### src/hw/rtl/mma_pkg.sv
// ----------------------------------------------------------------------------
// MIDI message assembler package
// Shared item and message types, status byte constants and the data length
// lookup used by the classifier.
// ----------------------------------------------------------------------------
`timescale 1ns / 1ps

package mma_pkg;

    // Status byte boundaries.
    localparam logic [7:0] C_STATUS_FLAG  = 8'h80;
    localparam logic [7:0] C_SYSTEM_MIN   = 8'hF0;
    localparam logic [7:0] C_REALTIME_MIN = 8'hF8;

    // Default depth of the queue between classifier and parser.
    localparam int unsigned QUEUE_DEPTH = 2;

    // What the classifier found a received byte to be.
    typedef enum logic [1:0] {
        KIND_DATA,
        KIND_CHANNEL,
        KIND_SYSTEM,
        KIND_REALTIME
    } t_kind;

    // One classified byte as it travels through the queue.
    typedef struct packed {
        t_kind       kind;
        logic [1:0]  len;
        logic [7:0]  value;
    } t_item;

    // One assembled message.
    typedef struct packed {
        logic [1:0]  data_count;
        logic [6:0]  second_data;
        logic [6:0]  first_data;
        logic [7:0]  msg_status;
    } t_msg;

    // Number of data bytes that follow a status byte.
    function automatic logic [1:0] data_len_of(input logic [7:0] status);
        logic [1:0] len;
        begin
            case (status[7:4]) inside
                4'h8, 4'h9, 4'hA, 4'hB, 4'hE: len = 2'd2;
                4'hC, 4'hD:                   len = 2'd1;
                default:                      len = 2'd0;
            endcase
            return len;
        end
    endfunction

endpackage

### src/hw/rtl/mma_front.sv
// ----------------------------------------------------------------------------
// MIDI message assembler front end
// Accepts received bytes, sorts them into data, channel status, system and
// real-time bytes, and pushes the classified item into the queue.
// ----------------------------------------------------------------------------
`timescale 1ns / 1ps

module mma_front (
    input  logic          i_s_tvalid,
    output logic          o_s_tready,
    input  logic [7:0]    i_s_tdata,
    input  logic          i_queue_full,
    output logic          o_push,
    output mma_pkg::t_item o_item
);
    import mma_pkg::*;

    t_kind kind;

    always_comb begin
        if (i_s_tdata >= C_REALTIME_MIN) begin
            kind = KIND_REALTIME;
        end else if (i_s_tdata >= C_SYSTEM_MIN) begin
            kind = KIND_SYSTEM;
        end else if ((i_s_tdata & C_STATUS_FLAG) != 8'h00) begin
            kind = KIND_CHANNEL;
        end else begin
            kind = KIND_DATA;
        end
    end

    assign o_s_tready   = !i_queue_full;
    assign o_push       = i_s_tvalid && !i_queue_full;
    assign o_item.kind  = kind;
    assign o_item.len   = data_len_of(i_s_tdata);
    assign o_item.value = i_s_tdata;

endmodule

### src/hw/rtl/mma_queue.sv
// ----------------------------------------------------------------------------
// MIDI message assembler item queue
// Short register queue that decouples the classifier from the parser.
// ----------------------------------------------------------------------------
`timescale 1ns / 1ps

module mma_queue #(
    parameter int unsigned DEPTH = mma_pkg::QUEUE_DEPTH
) (
    input  logic           i_clk,
    input  logic           i_rst_n,
    input  logic           i_push,
    input  mma_pkg::t_item i_item,
    output logic           o_full,
    input  logic           i_pop,
    output logic           o_valid,
    output mma_pkg::t_item o_item
);
    import mma_pkg::*;

    localparam int unsigned AW = (DEPTH > 1) ? $clog2(DEPTH) : 1;
    localparam int unsigned CW = $clog2(DEPTH + 1);

    t_item          r_mem [DEPTH];
    logic [AW-1:0]  r_wr_ptr, n_wr_ptr;
    logic [AW-1:0]  r_rd_ptr, n_rd_ptr;
    logic [CW-1:0]  r_count,  n_count;
    logic           do_push, do_pop;

    assign o_full  = (r_count == CW'(DEPTH));
    assign o_valid = (r_count != '0);
    assign o_item  = r_mem[r_rd_ptr];
    assign do_push = i_push && !o_full;
    assign do_pop  = i_pop && o_valid;

    always_comb begin
        n_wr_ptr = r_wr_ptr;
        n_rd_ptr = r_rd_ptr;
        n_count  = r_count;
        if (do_push) begin
            n_wr_ptr = (r_wr_ptr == AW'(DEPTH - 1)) ? '0 : r_wr_ptr + 1'b1;
        end
        if (do_pop) begin
            n_rd_ptr = (r_rd_ptr == AW'(DEPTH - 1)) ? '0 : r_rd_ptr + 1'b1;
        end
        if (do_push && !do_pop) begin
            n_count = r_count + 1'b1;
        end else if (do_pop && !do_push) begin
            n_count = r_count - 1'b1;
        end
    end

    always_ff @(posedge i_clk) begin
        if (!i_rst_n) begin
            r_wr_ptr <= '0;
            r_rd_ptr <= '0;
            r_count  <= '0;
        end else begin
            r_wr_ptr <= n_wr_ptr;
            r_rd_ptr <= n_rd_ptr;
            r_count  <= n_count;
        end
    end

    always_ff @(posedge i_clk) begin
        if (do_push) begin
            r_mem[r_wr_ptr] <= i_item;
        end
    end

endmodule

### src/hw/rtl/mma_back.sv
// ----------------------------------------------------------------------------
// MIDI message assembler back end
// Holds the running status parser state, turns classified bytes into
// messages and keeps the finished message in the output register.
// ----------------------------------------------------------------------------
`timescale 1ns / 1ps

module mma_back (
    input  logic           i_clk,
    input  logic           i_rst_n,
    input  logic           i_item_valid,
    input  mma_pkg::t_item i_item,
    output logic           o_pop,
    output logic           o_m_tvalid,
    input  logic           i_m_tready,
    output mma_pkg::t_msg  o_msg
);
    import mma_pkg::*;

    logic [7:0] r_running_status, n_running_status;
    logic [1:0] r_expected_length, n_expected_length;
    logic       r_byte_position, n_byte_position;
    logic [6:0] r_held_first_data, n_held_first_data;
    logic       r_out_valid, n_out_valid;
    t_msg       r_msg, n_msg;
    logic       take;
    logic       emit;
    t_msg       msg;

    // The output register can load when it is empty or its beat leaves now.
    assign o_pop = i_item_valid && (!r_out_valid || i_m_tready);
    assign take  = o_pop;

    always_comb begin
        n_running_status  = r_running_status;
        n_expected_length = r_expected_length;
        n_byte_position   = r_byte_position;
        n_held_first_data = r_held_first_data;
        emit              = 1'b0;
        msg               = '{data_count: 2'd0, second_data: 7'd0,
                              first_data: 7'd0, msg_status: i_item.value};
        case (i_item.kind)
            KIND_REALTIME: begin
                emit = 1'b1;
            end
            KIND_SYSTEM: begin
                n_running_status  = 8'h00;
                n_expected_length = 2'd0;
                n_byte_position   = 1'b0;
                emit              = 1'b1;
            end
            KIND_CHANNEL: begin
                n_running_status  = i_item.value;
                n_expected_length = i_item.len;
                n_byte_position   = 1'b0;
            end
            default: begin
                msg.msg_status = r_running_status;
                if (r_running_status == 8'h00 || r_expected_length == 2'd0) begin
                    emit = 1'b0;
                end else if (r_expected_length == 2'd1) begin
                    n_byte_position = 1'b0;
                    msg.first_data  = i_item.value[6:0];
                    msg.data_count  = 2'd1;
                    emit            = 1'b1;
                end else if (!r_byte_position) begin
                    n_held_first_data = i_item.value[6:0];
                    n_byte_position   = 1'b1;
                end else begin
                    n_byte_position = 1'b0;
                    msg.first_data  = r_held_first_data;
                    msg.second_data = i_item.value[6:0];
                    msg.data_count  = 2'd2;
                    emit            = 1'b1;
                end
            end
        endcase
    end

    always_comb begin
        n_out_valid = r_out_valid && !i_m_tready;
        n_msg       = r_msg;
        if (take && emit) begin
            n_out_valid = 1'b1;
            n_msg       = msg;
        end
    end

    always_ff @(posedge i_clk) begin
        if (!i_rst_n) begin
            r_running_status  <= 8'h00;
            r_expected_length <= 2'd0;
            r_byte_position   <= 1'b0;
            r_held_first_data <= 7'd0;
            r_out_valid       <= 1'b0;
        end else begin
            r_out_valid <= n_out_valid;
            if (take) begin
                r_running_status  <= n_running_status;
                r_expected_length <= n_expected_length;
                r_byte_position   <= n_byte_position;
                r_held_first_data <= n_held_first_data;
            end
        end
    end

    always_ff @(posedge i_clk) begin
        r_msg <= n_msg;
    end

    assign o_m_tvalid = r_out_valid;
    assign o_msg      = r_msg;

endmodule

### src/hw/rtl/midi_message_assembler_top.sv
// ----------------------------------------------------------------------------
// MIDI message assembler
// Path: a completing byte is written into the queue, then popped into the output
// register, from which its message appears on the master side.
// Throughput: one received byte per cycle while the queue is not full, set by
// the parser step that pops one queued byte each cycle unless the output stalls.
// Reset: synchronous, active low; clears the running status, the queue and
// the output register.
// ----------------------------------------------------------------------------
`timescale 1ns / 1ps

// The block has three parts. The front end classifies each received byte as
// data, channel status, system common/exclusive or real-time and pushes it
// into a short queue. The back end pops one classified byte per cycle while
// its output register is empty or draining, updates the running status state
// and loads completed messages into that output register. Since the queue and
// the output register sit between the two sides, a stalled master side does
// not stop bytes from being accepted until the queue fills.
//
// Real-time bytes leave the running status alone, so they can be emitted in
// the middle of a channel message. System common and exclusive bytes are
// emitted as messages with no data and clear the running status; data bytes
// that follow them are dropped until a new channel status arrives.
module midi_message_assembler_top #(
    parameter int unsigned QUEUE_DEPTH = mma_pkg::QUEUE_DEPTH
) (
    input  logic        i_clk,
    input  logic        i_rst_n,
    input  logic        i_s_axis_tvalid,
    output logic        o_s_axis_tready,
    input  logic [7:0]  i_s_axis_tdata,   // [7:0] rx_byte
    output logic        o_m_axis_tvalid,
    input  logic        i_m_axis_tready,
    output logic [23:0] o_m_axis_tdata    // [7:0] msg_status, [14:8] first_data,
                                          // [21:15] second_data, [23:22] data_count
);
    import mma_pkg::*;

    logic  push;
    logic  queue_full;
    t_item front_item;
    logic  queue_valid;
    t_item queue_item;
    logic  pop;
    t_msg  msg;

    mma_front u_front (
        .i_s_tvalid   (i_s_axis_tvalid),
        .o_s_tready   (o_s_axis_tready),
        .i_s_tdata    (i_s_axis_tdata),
        .i_queue_full (queue_full),
        .o_push       (push),
        .o_item       (front_item)
    );

    mma_queue #(
        .DEPTH (QUEUE_DEPTH)
    ) u_queue (
        .i_clk   (i_clk),
        .i_rst_n (i_rst_n),
        .i_push  (push),
        .i_item  (front_item),
        .o_full  (queue_full),
        .i_pop   (pop),
        .o_valid (queue_valid),
        .o_item  (queue_item)
    );

    mma_back u_back (
        .i_clk        (i_clk),
        .i_rst_n      (i_rst_n),
        .i_item_valid (queue_valid),
        .i_item       (queue_item),
        .o_pop        (pop),
        .o_m_tvalid   (o_m_axis_tvalid),
        .i_m_tready   (i_m_axis_tready),
        .o_msg        (msg)
    );

    // The message struct is laid out so its packed form is the beat layout.
    assign o_m_axis_tdata = msg;

    // A message that carries data always has a channel status byte.
    a_data_has_channel_status: assert property (@(posedge i_clk) disable iff (!i_rst_n)
        (o_m_axis_tvalid && msg.data_count != 2'd0) |->
        (msg.msg_status[7] && msg.msg_status < C_SYSTEM_MIN))
        else $error("data message without channel status");

    // Unused data fields are zero and the count never exceeds two.
    a_unused_data_zero: assert property (@(posedge i_clk) disable iff (!i_rst_n)
        o_m_axis_tvalid |->
        (msg.data_count != 2'd3 &&
         (msg.data_count == 2'd2 || msg.second_data == 7'd0) &&
         (msg.data_count != 2'd0 || msg.first_data == 7'd0)))
        else $error("message data fields inconsistent with data count");

    // A message without data is always a system or real-time byte.
    a_empty_is_system: assert property (@(posedge i_clk) disable iff (!i_rst_n)
        (o_m_axis_tvalid && msg.data_count == 2'd0) |-> (msg.msg_status >= C_SYSTEM_MIN))
        else $error("empty message with non-system status");

    // Reset leaves no message pending on the master side.
    a_reset_clears_output: assert property (@(posedge i_clk)
        !i_rst_n |=> !o_m_axis_tvalid)
        else $error("output valid after reset");

endmodule
### config.mk
export PLATFORM = sky130hd
export DESIGN_NAME = midi_message_assembler_top
export DESIGN_NICKNAME = d
export VERILOG_FILES = /design/src/hw/rtl/mma_pkg.sv /design/src/hw/rtl/mma_front.sv /design/src/hw/rtl/mma_queue.sv /design/src/hw/rtl/mma_back.sv /design/src/hw/rtl/midi_message_assembler_top.sv
export SDC_FILE = /design/constraint.sdc
export NUM_CORES = 1
export LEC_CHECK = 0
export ABC_AREA = 1
export BUFFER_PORTS_ARGS = -buffer_cell sky130_fd_sc_hd__buf_2
export CORE_ASPECT_RATIO = 0.6
export CORE_MARGIN = 2
export CORE_UTILIZATION = 50
export DETAILED_ROUTE_END_ITERATION = 10
export PLACE_DENSITY = 0.7
export SYNTH_ARGS = -nofsm -noshare
export SYNTH_HDL_FRONTEND = slang
export SYNTH_SLANG_ARGS = --single-unit
### constraint.sdc
create_clock -name i_clk -period 6.3 [get_ports i_clk]
set_input_delay 1.575 -clock i_clk [delete_from_list [all_inputs] [get_ports i_clk]]
set_output_delay 1.575 -clock i_clk [all_outputs]
set_load 0.01 [all_outputs]
==> impl_metrics.tcl, run 1 <==
set metrics [dict create \
    yosys_warnings 0 \
    finalNetCount 352 \
    post_synth_instance_area_sq_um 3120 \
    synth_edf_count 48 \
    area.growth.synth_to_final_pct 12.4 \
    wirelength_met1_um 2900 \
    cp_top_family "buffers and inverters" \
    num-fill-cells 516 \
    floorplan.die_area_sq_um 6900 \
    die_width_um 106 \
    yosys.cell_count.top_type "sky130_fd_sc_hd__edfxtp_1" \
    io_buffers 37 \
    clkLatencyLatePin_ns 0.35 \
    clk_pin_slew_ns 0.07 \
    clk_path_buf_depth 2 \
    multi_input_logic_area_sq_um 990 \
    yosysSeqAreaShare 0.617 \
    aggregate_negative_setup_slack_ns 0 \
    report.final.slew_viol_count 0 \
    synthArstFlopShare 0 \
    tot_gr_track_use 0.193 \
    yosys_top_cell_area_share 0.462 \
    slew_headroom 0.238 \
    yosys_register_bits 72 \
    cts_tree "yes" \
    routed_wire_per_std_cell_um 14.1 \
    timing.max_cap.violations 0 \
    grt_max_degree 25 \
    min_period_ns 3.23 \
    finClkSkew_ns 0.00604 \
    register_area_sq_um 1920 \
    cp_max_stage_cell "sky130_fd_sc_hd__inv_1" \
    routed-via-count 2193 \
    hpwlAfterDp_um 4270 \
    grt-ovfl-total 0 \
    cts-buffers-inserted 9 \
    post-cts-setup-buffer-count 0 \
    crit_arrival_ns 3.21 \
    syn-num-nets 314 \
    total_leakage_power_nw 1.32 \
    synth_commonest_cells "48 x sky130_fd_sc_hd__edfxtp_1, 36 x sky130_fd_sc_hd__nand2_1, 31 x sky130_fd_sc_hd__a21oi_1" \
    met3_length_um 432 \
    first_pass_iters 6 \
    worstSetupStartpointType "register" \
    clkSinkCount 72 \
    largest_cells_by_area_after_synthesis "sky130_fd_sc_hd__edfxtp_1 46%, sky130_fd_sc_hd__dfxtp_1 15%, sky130_fd_sc_hd__a21oi_1 5.0%" \
    min_period_over_period 0.513 \
    final-hold-violation-count 0 \
    run_status "finished clean" \
    post_synth.cell_area_avg_sq_um 10.5 \
    yosys.area.top_type "sky130_fd_sc_hd__edfxtp_1" \
    antenna_cells 0 \
    first_iter_violations 170 \
    irDropWorstVdd_uv 236 \
    coreArea_sq_um 6060 \
    cp_capture_type "register" \
    synth_ff_type "sky130_fd_sc_hd__edfxtp_1" \
    route.detailed.vias_per_inst 5.16 \
    cellPowerDensity_nw_per_um2 466 \
    cts_resized 0 \
    post_cts_hold_buffer_count 0 \
    placed_cells_incl_taps 409 \
    critPathKind "register to register" \
    worst_path_largest_cell_delay_ns 0.66 \
    maximum_fanout_along_the_worst_path 24 \
    clock_tree.root_cell "sky130_fd_sc_hd__clkbuf_8" \
    final_core_utilization 0.578 \
    antenna_violating_nets_post_route 0 \
    final-setup-viol-count 0 \
    htree_num_levels 3 \
    layoutNonFillerInstCount 425 \
    number_of_global_route_vias_before_repair 2043 \
    placementRows 22 \
    required_ns 6.28 \
    top_layer_in_use "met4" \
    synthCells 298 \
    die-height_um 65.2 \
    grt_first_pass_wirelength_um 9910 \
    timing_worst_slew_pin_value_ns 1.14 \
    routabilityCongestion 0.816 \
    final_layout_size_suffix_gt1_frac 0.235 \
    timing.fmax_ghz 0.309 \
    floorplan.io_pins 38 \
    crit_path_cell_trace "inv_2, or2_2, o21ai_0, ha_1, o21ai_0, inv_1, nand2_1, inv_1" \
    synthDistinctLibCells 32 \
    route.final.wire_length_um 6000 \
    post-route-drc-count 0 \
    initial_core_util 0.515 \
    critical_path_buf_inv_count 3 \
    routed-wl-met2_um 2600 \
    setup_repair_after_global_routing_missed_its_margin "no" \
    grt_antenna_before_repair 0 \
    worst_min_delay_path_class "register to register" \
]
-- cell usage in the layout, fill, tap and decap left out, types with 2 or more instances in the layout --
cell                         count
sky130_fd_sc_hd__edfxtp_1       48
sky130_fd_sc_hd__buf_2          37
sky130_fd_sc_hd__nand2_1        36
sky130_fd_sc_hd__a21oi_1        31
sky130_fd_sc_hd__nor2_1         28
sky130_fd_sc_hd__inv_1          27
sky130_fd_sc_hd__o21ai_0        26
sky130_fd_sc_hd__dfxtp_1        24
sky130_fd_sc_hd__nand3_1        15
sky130_fd_sc_hd__clkbuf_8        9
sky130_fd_sc_hd__nand4_1         7
sky130_fd_sc_hd__or2_1           6
sky130_fd_sc_hd__inv_2           5
sky130_fd_sc_hd__nand2_2         5
sky130_fd_sc_hd__o21ai_2         5
sky130_fd_sc_hd__o21ai_1         5
sky130_fd_sc_hd__ha_1            4
sky130_fd_sc_hd__nor2_4          3
sky130_fd_sc_hd__clkinv_2        3
sky130_fd_sc_hd__clkinvlp_4      3
sky130_fd_sc_hd__or2_2           2
sky130_fd_sc_hd__nand3_4         2
-- cell type report --
class,instances,share of cell area
clock buffers,9,0.0354
clock inverters,7,0.0132
inverters,34,0.0372
multi-input cells,182,0.283
flip-flops and latches,72,0.549
well taps,84,0.0300
repair buffers,37,0.0529
-- metrics by stage --
step,worst slack (ns),hold WS [ns],instance area [sq um],power (mW)
after detailed placement,2.97,0.451,3330,1.32
after global routing,2.65,0.474,3500,1.74
final,3.07,0.461,3500,1.63
after CTS,3.01,0.463,3500,1.64
after global placement,3.04,0.435,3330,1.30
after floorplan,3.39,0.425,3120,1.18
-- registers in the layout, indices dropped and copies added, names as in the netlist, named ones only --
name / flops
u_back.o_msg: 24
u_queue.r_mem: 24
u_back.r_running_status: 8
u_back.r_held_first_data: 7
u_back.r_expected_length: 2
u_queue.r_count: 2
u_back.o_m_tvalid: 1
u_back.r_byte_position: 1
u_queue.r_rd_ptr: 1
u_queue.r_wr_ptr: 1
-- path summary, 6_finish.rpt --
path | start | endpoint | slack, ns | cells after the start
worst max-delay path | register | u_back.o_msg[6] | 3.07 | 8
worst min-delay path | u_back.r_running_status[2] | u_back.r_running_status[2] | 0.46 | 2
worst max register to register | register | u_back.o_msg[6] | 3.07 | 8
worst min register to register | u_back.r_running_status[2] | u_back.r_running_status[2] | 0.46 | 2
-- tightest hold or removal path: stages, from the launching register on --
cell                      delay (ns)
sky130_fd_sc_hd__dfxtp_1        0.32
sky130_fd_sc_hd__inv_2          0.05
sky130_fd_sc_hd__a21oi_1        0.05
-- where the power goes --
| group | switching [mW] | total (mW) | internal, mW |
|---|---|---|---|
| Clock | 0.175 | 0.317 | 0.142 |
| Sequential | 0.0746 | 0.726 | 0.652 |
| Combinational | 0.408 | 0.589 | 0.181 |
| Total | 0.657 | 1.63 | 0.974 |
-- cell families after synthesis --
| family | synth area share |
|---|---|
| buffers and inverters | 0.0658 |
| flip-flops | 0.617 |
| AO/OA/AOI/OAI | 0.127 |
| AND/OR/NAND/NOR | 0.174 |
| adder cells (fa/ha/maj) | 0.0161 |
-- layer usage --
layer	up-vias	GRT usage
met5	-	0
met4	0	0.0543
met3	9	0.0665
met2	68	0.291
met1	1022	0.268
li1	1094	-
No activity file was read; power rests on OpenSTA's default activity.
==> inputs of run 2 (changes only) <==
ABC_AREA = 0   (was 1)
PLACE_DENSITY = 0.73   (was 0.7)
clock period = 2.8 ns   (was 6.3 ns; I/O delays follow)
==> run 2 against run 1 <==
Sequential power is 97% higher; fmax is 42% higher; clock power is 120% higher; setup slack worse by 2.5 ns; register-to-register slack worse by 2.5 ns; worst hold slack better by 0.00052 ns; utilization is 2.9 points higher; routed wire length is 8.6% lower; critical endpoint is now u_back.o_msg[2]; cell count is 17% lower; global-route usage is 1.0 points lower; synthesized cell count is 24% lower; design area is 1.6% lower.
==> impl_metrics.tcl, run 2 <==
set metrics [dict create \
    yosysSeqAreaShare 0.641 \
    yosys.area.top_type "sky130_fd_sc_hd__edfxtp_1" \
    route.detailed.vias_per_inst 5.29 \
    final-setup-viol-count 0 \
    first_pass_iters 4 \
    antenna_cells 0 \
    first_iter_violations 76 \
    irDropWorstVdd_uv 455 \
    detailed_place.area_sq_um 3270 \
    clkLatencyLatePin_ns 0.35 \
    syn-num-nets 242 \
    die-height_um 64.0 \
    yosys_register_bits 72 \
    placementRows 21 \
    area.growth.synth_to_final_pct 14.9 \
    report.final.slew_viol_count 0 \
    floorplan.io_pins 38 \
    grt-ovfl-total 0 \
    placement.setup.worst_slack_ns 0.495 \
    crit_arrival_ns 2.30 \
    grt_max_degree 32 \
    clock_tree.root_cell "sky130_fd_sc_hd__clkbuf_8" \
    clk_pin_slew_ns 0.07 \
    antenna_violating_nets_post_route 0 \
    timing.fmax_ghz 0.438 \
    coreArea_sq_um 5680 \
    post_cts_hold_buffer_count 0 \
    cp_capture_type "register" \
    cts_tree "yes" \
    mostFrequentLayoutCell "sky130_fd_sc_hd__edfxtp_1" \
    synth_edf_count 48 \
    floorplan.die_area_sq_um 6650 \
    run_status "finished clean" \
    timing.max_cap.violations 0 \
    required_ns 2.82 \
    aggregate_negative_setup_slack_ns 0 \
    route.final.wire_length_um 5490 \
    synthCells 226 \
    min_period_over_period 0.815 \
    routed_wire_per_std_cell_um 15.5 \
    cts_resized 0 \
    post-route-drc-count 0 \
    cellPowerDensity_nw_per_um2 906 \
    finClkSkew_ns 0.00771 \
    final-hold-violation-count 0 \
    num-fill-cells 485 \
    tot_gr_track_use 0.183 \
    clk_path_buf_depth 2 \
    synth_ff_type "sky130_fd_sc_hd__edfxtp_1" \
    routed-via-count 1871 \
    critPathKind "register to register" \
    post-cts-setup-buffer-count 0 \
    slew_headroom 0.623 \
    final_layout_size_suffix_gt1_frac 0.299 \
    timing_worst_slew_pin_value_ns 0.561 \
    total_leakage_power_nw 1.30 \
    most-common-layout-cells "48 x sky130_fd_sc_hd__edfxtp_1, 37 x sky130_fd_sc_hd__buf_2, 31 x sky130_fd_sc_hd__nand2_1, 24 x sky130_fd_sc_hd__dfxtp_1, 18 x sky130_fd_sc_hd__mux2_2" \
    min_period_ns 2.28 \
    io_buffers 37 \
    post_synth_instance_area_sq_um 3000 \
    synthArstFlopShare 0 \
    yosys.cell_count.top_type "sky130_fd_sc_hd__edfxtp_1" \
    finalNetCount 285 \
    hpwlAfterDp_um 3760 \
    worst_min_delay_path_class "register to register" \
    die_width_um 104 \
    clkSinkCount 72 \
    yosys_top_cell_area_share 0.481 \
    fin_ws_ns 0.517 \
    grt_first_pass_wirelength_um 9080 \
    htree_num_levels 3 \
    maximum_fanout_along_the_worst_path 24 \
    largest_cells_by_area_after_synthesis "sky130_fd_sc_hd__edfxtp_1 48%, sky130_fd_sc_hd__dfxtp_1 16%, sky130_fd_sc_hd__mux2_2 6.8%" \
    post_synth.cell_area_avg_sq_um 13.3 \
    worstSetupStartpointType "register" \
    yosys_warnings 0 \
    grt_antenna_before_repair 0 \
    number_of_global_route_vias_before_repair 1763 \
    setup_repair_after_global_routing_missed_its_margin "no" \
    cts-buffers-inserted 9 \
    synth_commonest_cells "48 x sky130_fd_sc_hd__edfxtp_1, 31 x sky130_fd_sc_hd__nand2_1, 24 x sky130_fd_sc_hd__dfxtp_1" \
    routabilityCongestion 0.785 \
    synthDistinctLibCells 35 \
    stdcell_area_sq_um 3440 \
    initial_core_util 0.528 \
]
==> run 2: cell types whose count changed in the layout (fill, tap and decap cells not counted), sizes merged, moves of 12 or more <==
| cell | before | now |
|---|---|---|
| mux2 | 0 | 19 |
| nor2 | 31 | 6 |
| inv | 34 | 5 |
| o21ai | 37 | 2 |
| and2 | 0 | 12 |
| a21oi | 31 | 1 |
==> run 2: through the flow <==
stage                     instances  power, mW  utilization  hold WS [ns]
after global routing            354       3.30        0.607         0.483
after floorplan                 226       2.15            -         0.438
after detailed placement        338       2.43        0.577         0.453
after CTS                       354       3.14        0.607         0.463
final                           354       3.12        0.607         0.462
after global placement          338       2.42        0.577         0.445
==> run 2: report_power, final <==
part / switching, mW / internal (mW) / total (mW)
sequential: 0.0721 / 1.36 / 1.43
combinational: 0.600 / 0.379 / 0.980
clock: 0.391 / 0.319 / 0.710
==> run 2: worst max-delay path: stages (launching register included) <==
cell and delay [ns]:
sky130_fd_sc_hd__dfxtp_1 0.39, sky130_fd_sc_hd__mux2_4 0.37, sky130_fd_sc_hd__inv_1 0.09, sky130_fd_sc_hd__ha_1 0.44, sky130_fd_sc_hd__nand3_1 0.20, sky130_fd_sc_hd__a21oi_2 0.15, sky130_fd_sc_hd__buf_4 0.31
==> run 2: area by class of cell <==
| class | instances | area [sq um] | area share |
|---|---|---|---|
| multi-input combinational | 141 | 1020 | 0.296 |
| clock buffer | 9 | 124 | 0.0360 |
| clock inverter | 7 | 47.5 | 0.0138 |
| inverter | 4 | 15.0 | 0.00436 |
| timing repair buffer | 41 | 215 | 0.0625 |
| sequential | 72 | 1920 | 0.558 |
| tap | 80 | 100 | 0.0291 |
==> run 2: logic make-up after synthesis <==
family                     Yosys count  share of synthesized area
DFF                                 72                      0.641
buffers and inverters               13                     0.0200
adders and majority gates            4                     0.0167
xor gates and xnor gates             4                     0.0117
AOI/OAI and AO/OA                   26                     0.0659
muxes                               27                     0.0993
and+or+nand+nor                     80                      0.146
==> run 2: final timing paths <==
check                         startpoint                          end  slack [ns]  cells past startpoint
max reg2reg                     register              u_back.o_msg[2]        0.52                      6
min reg2reg  u_back.r_held_first_data[1]  u_back.r_held_first_data[1]        0.46                      2
min          u_back.r_held_first_data[1]  u_back.r_held_first_data[1]        0.46                      2
max                             register              u_back.o_msg[2]        0.52                      6
==> run 2: routing by layer <==
metal  share of wire  up-vias  wire length, um  global-route usage
li1                -      909                -                   -
met1            0.53      895             2920               0.267
met2            0.40       63             2200               0.245
met3           0.060        4              331              0.0724
met4          0.0051        0               28              0.0642
met5               0        -                0                   0
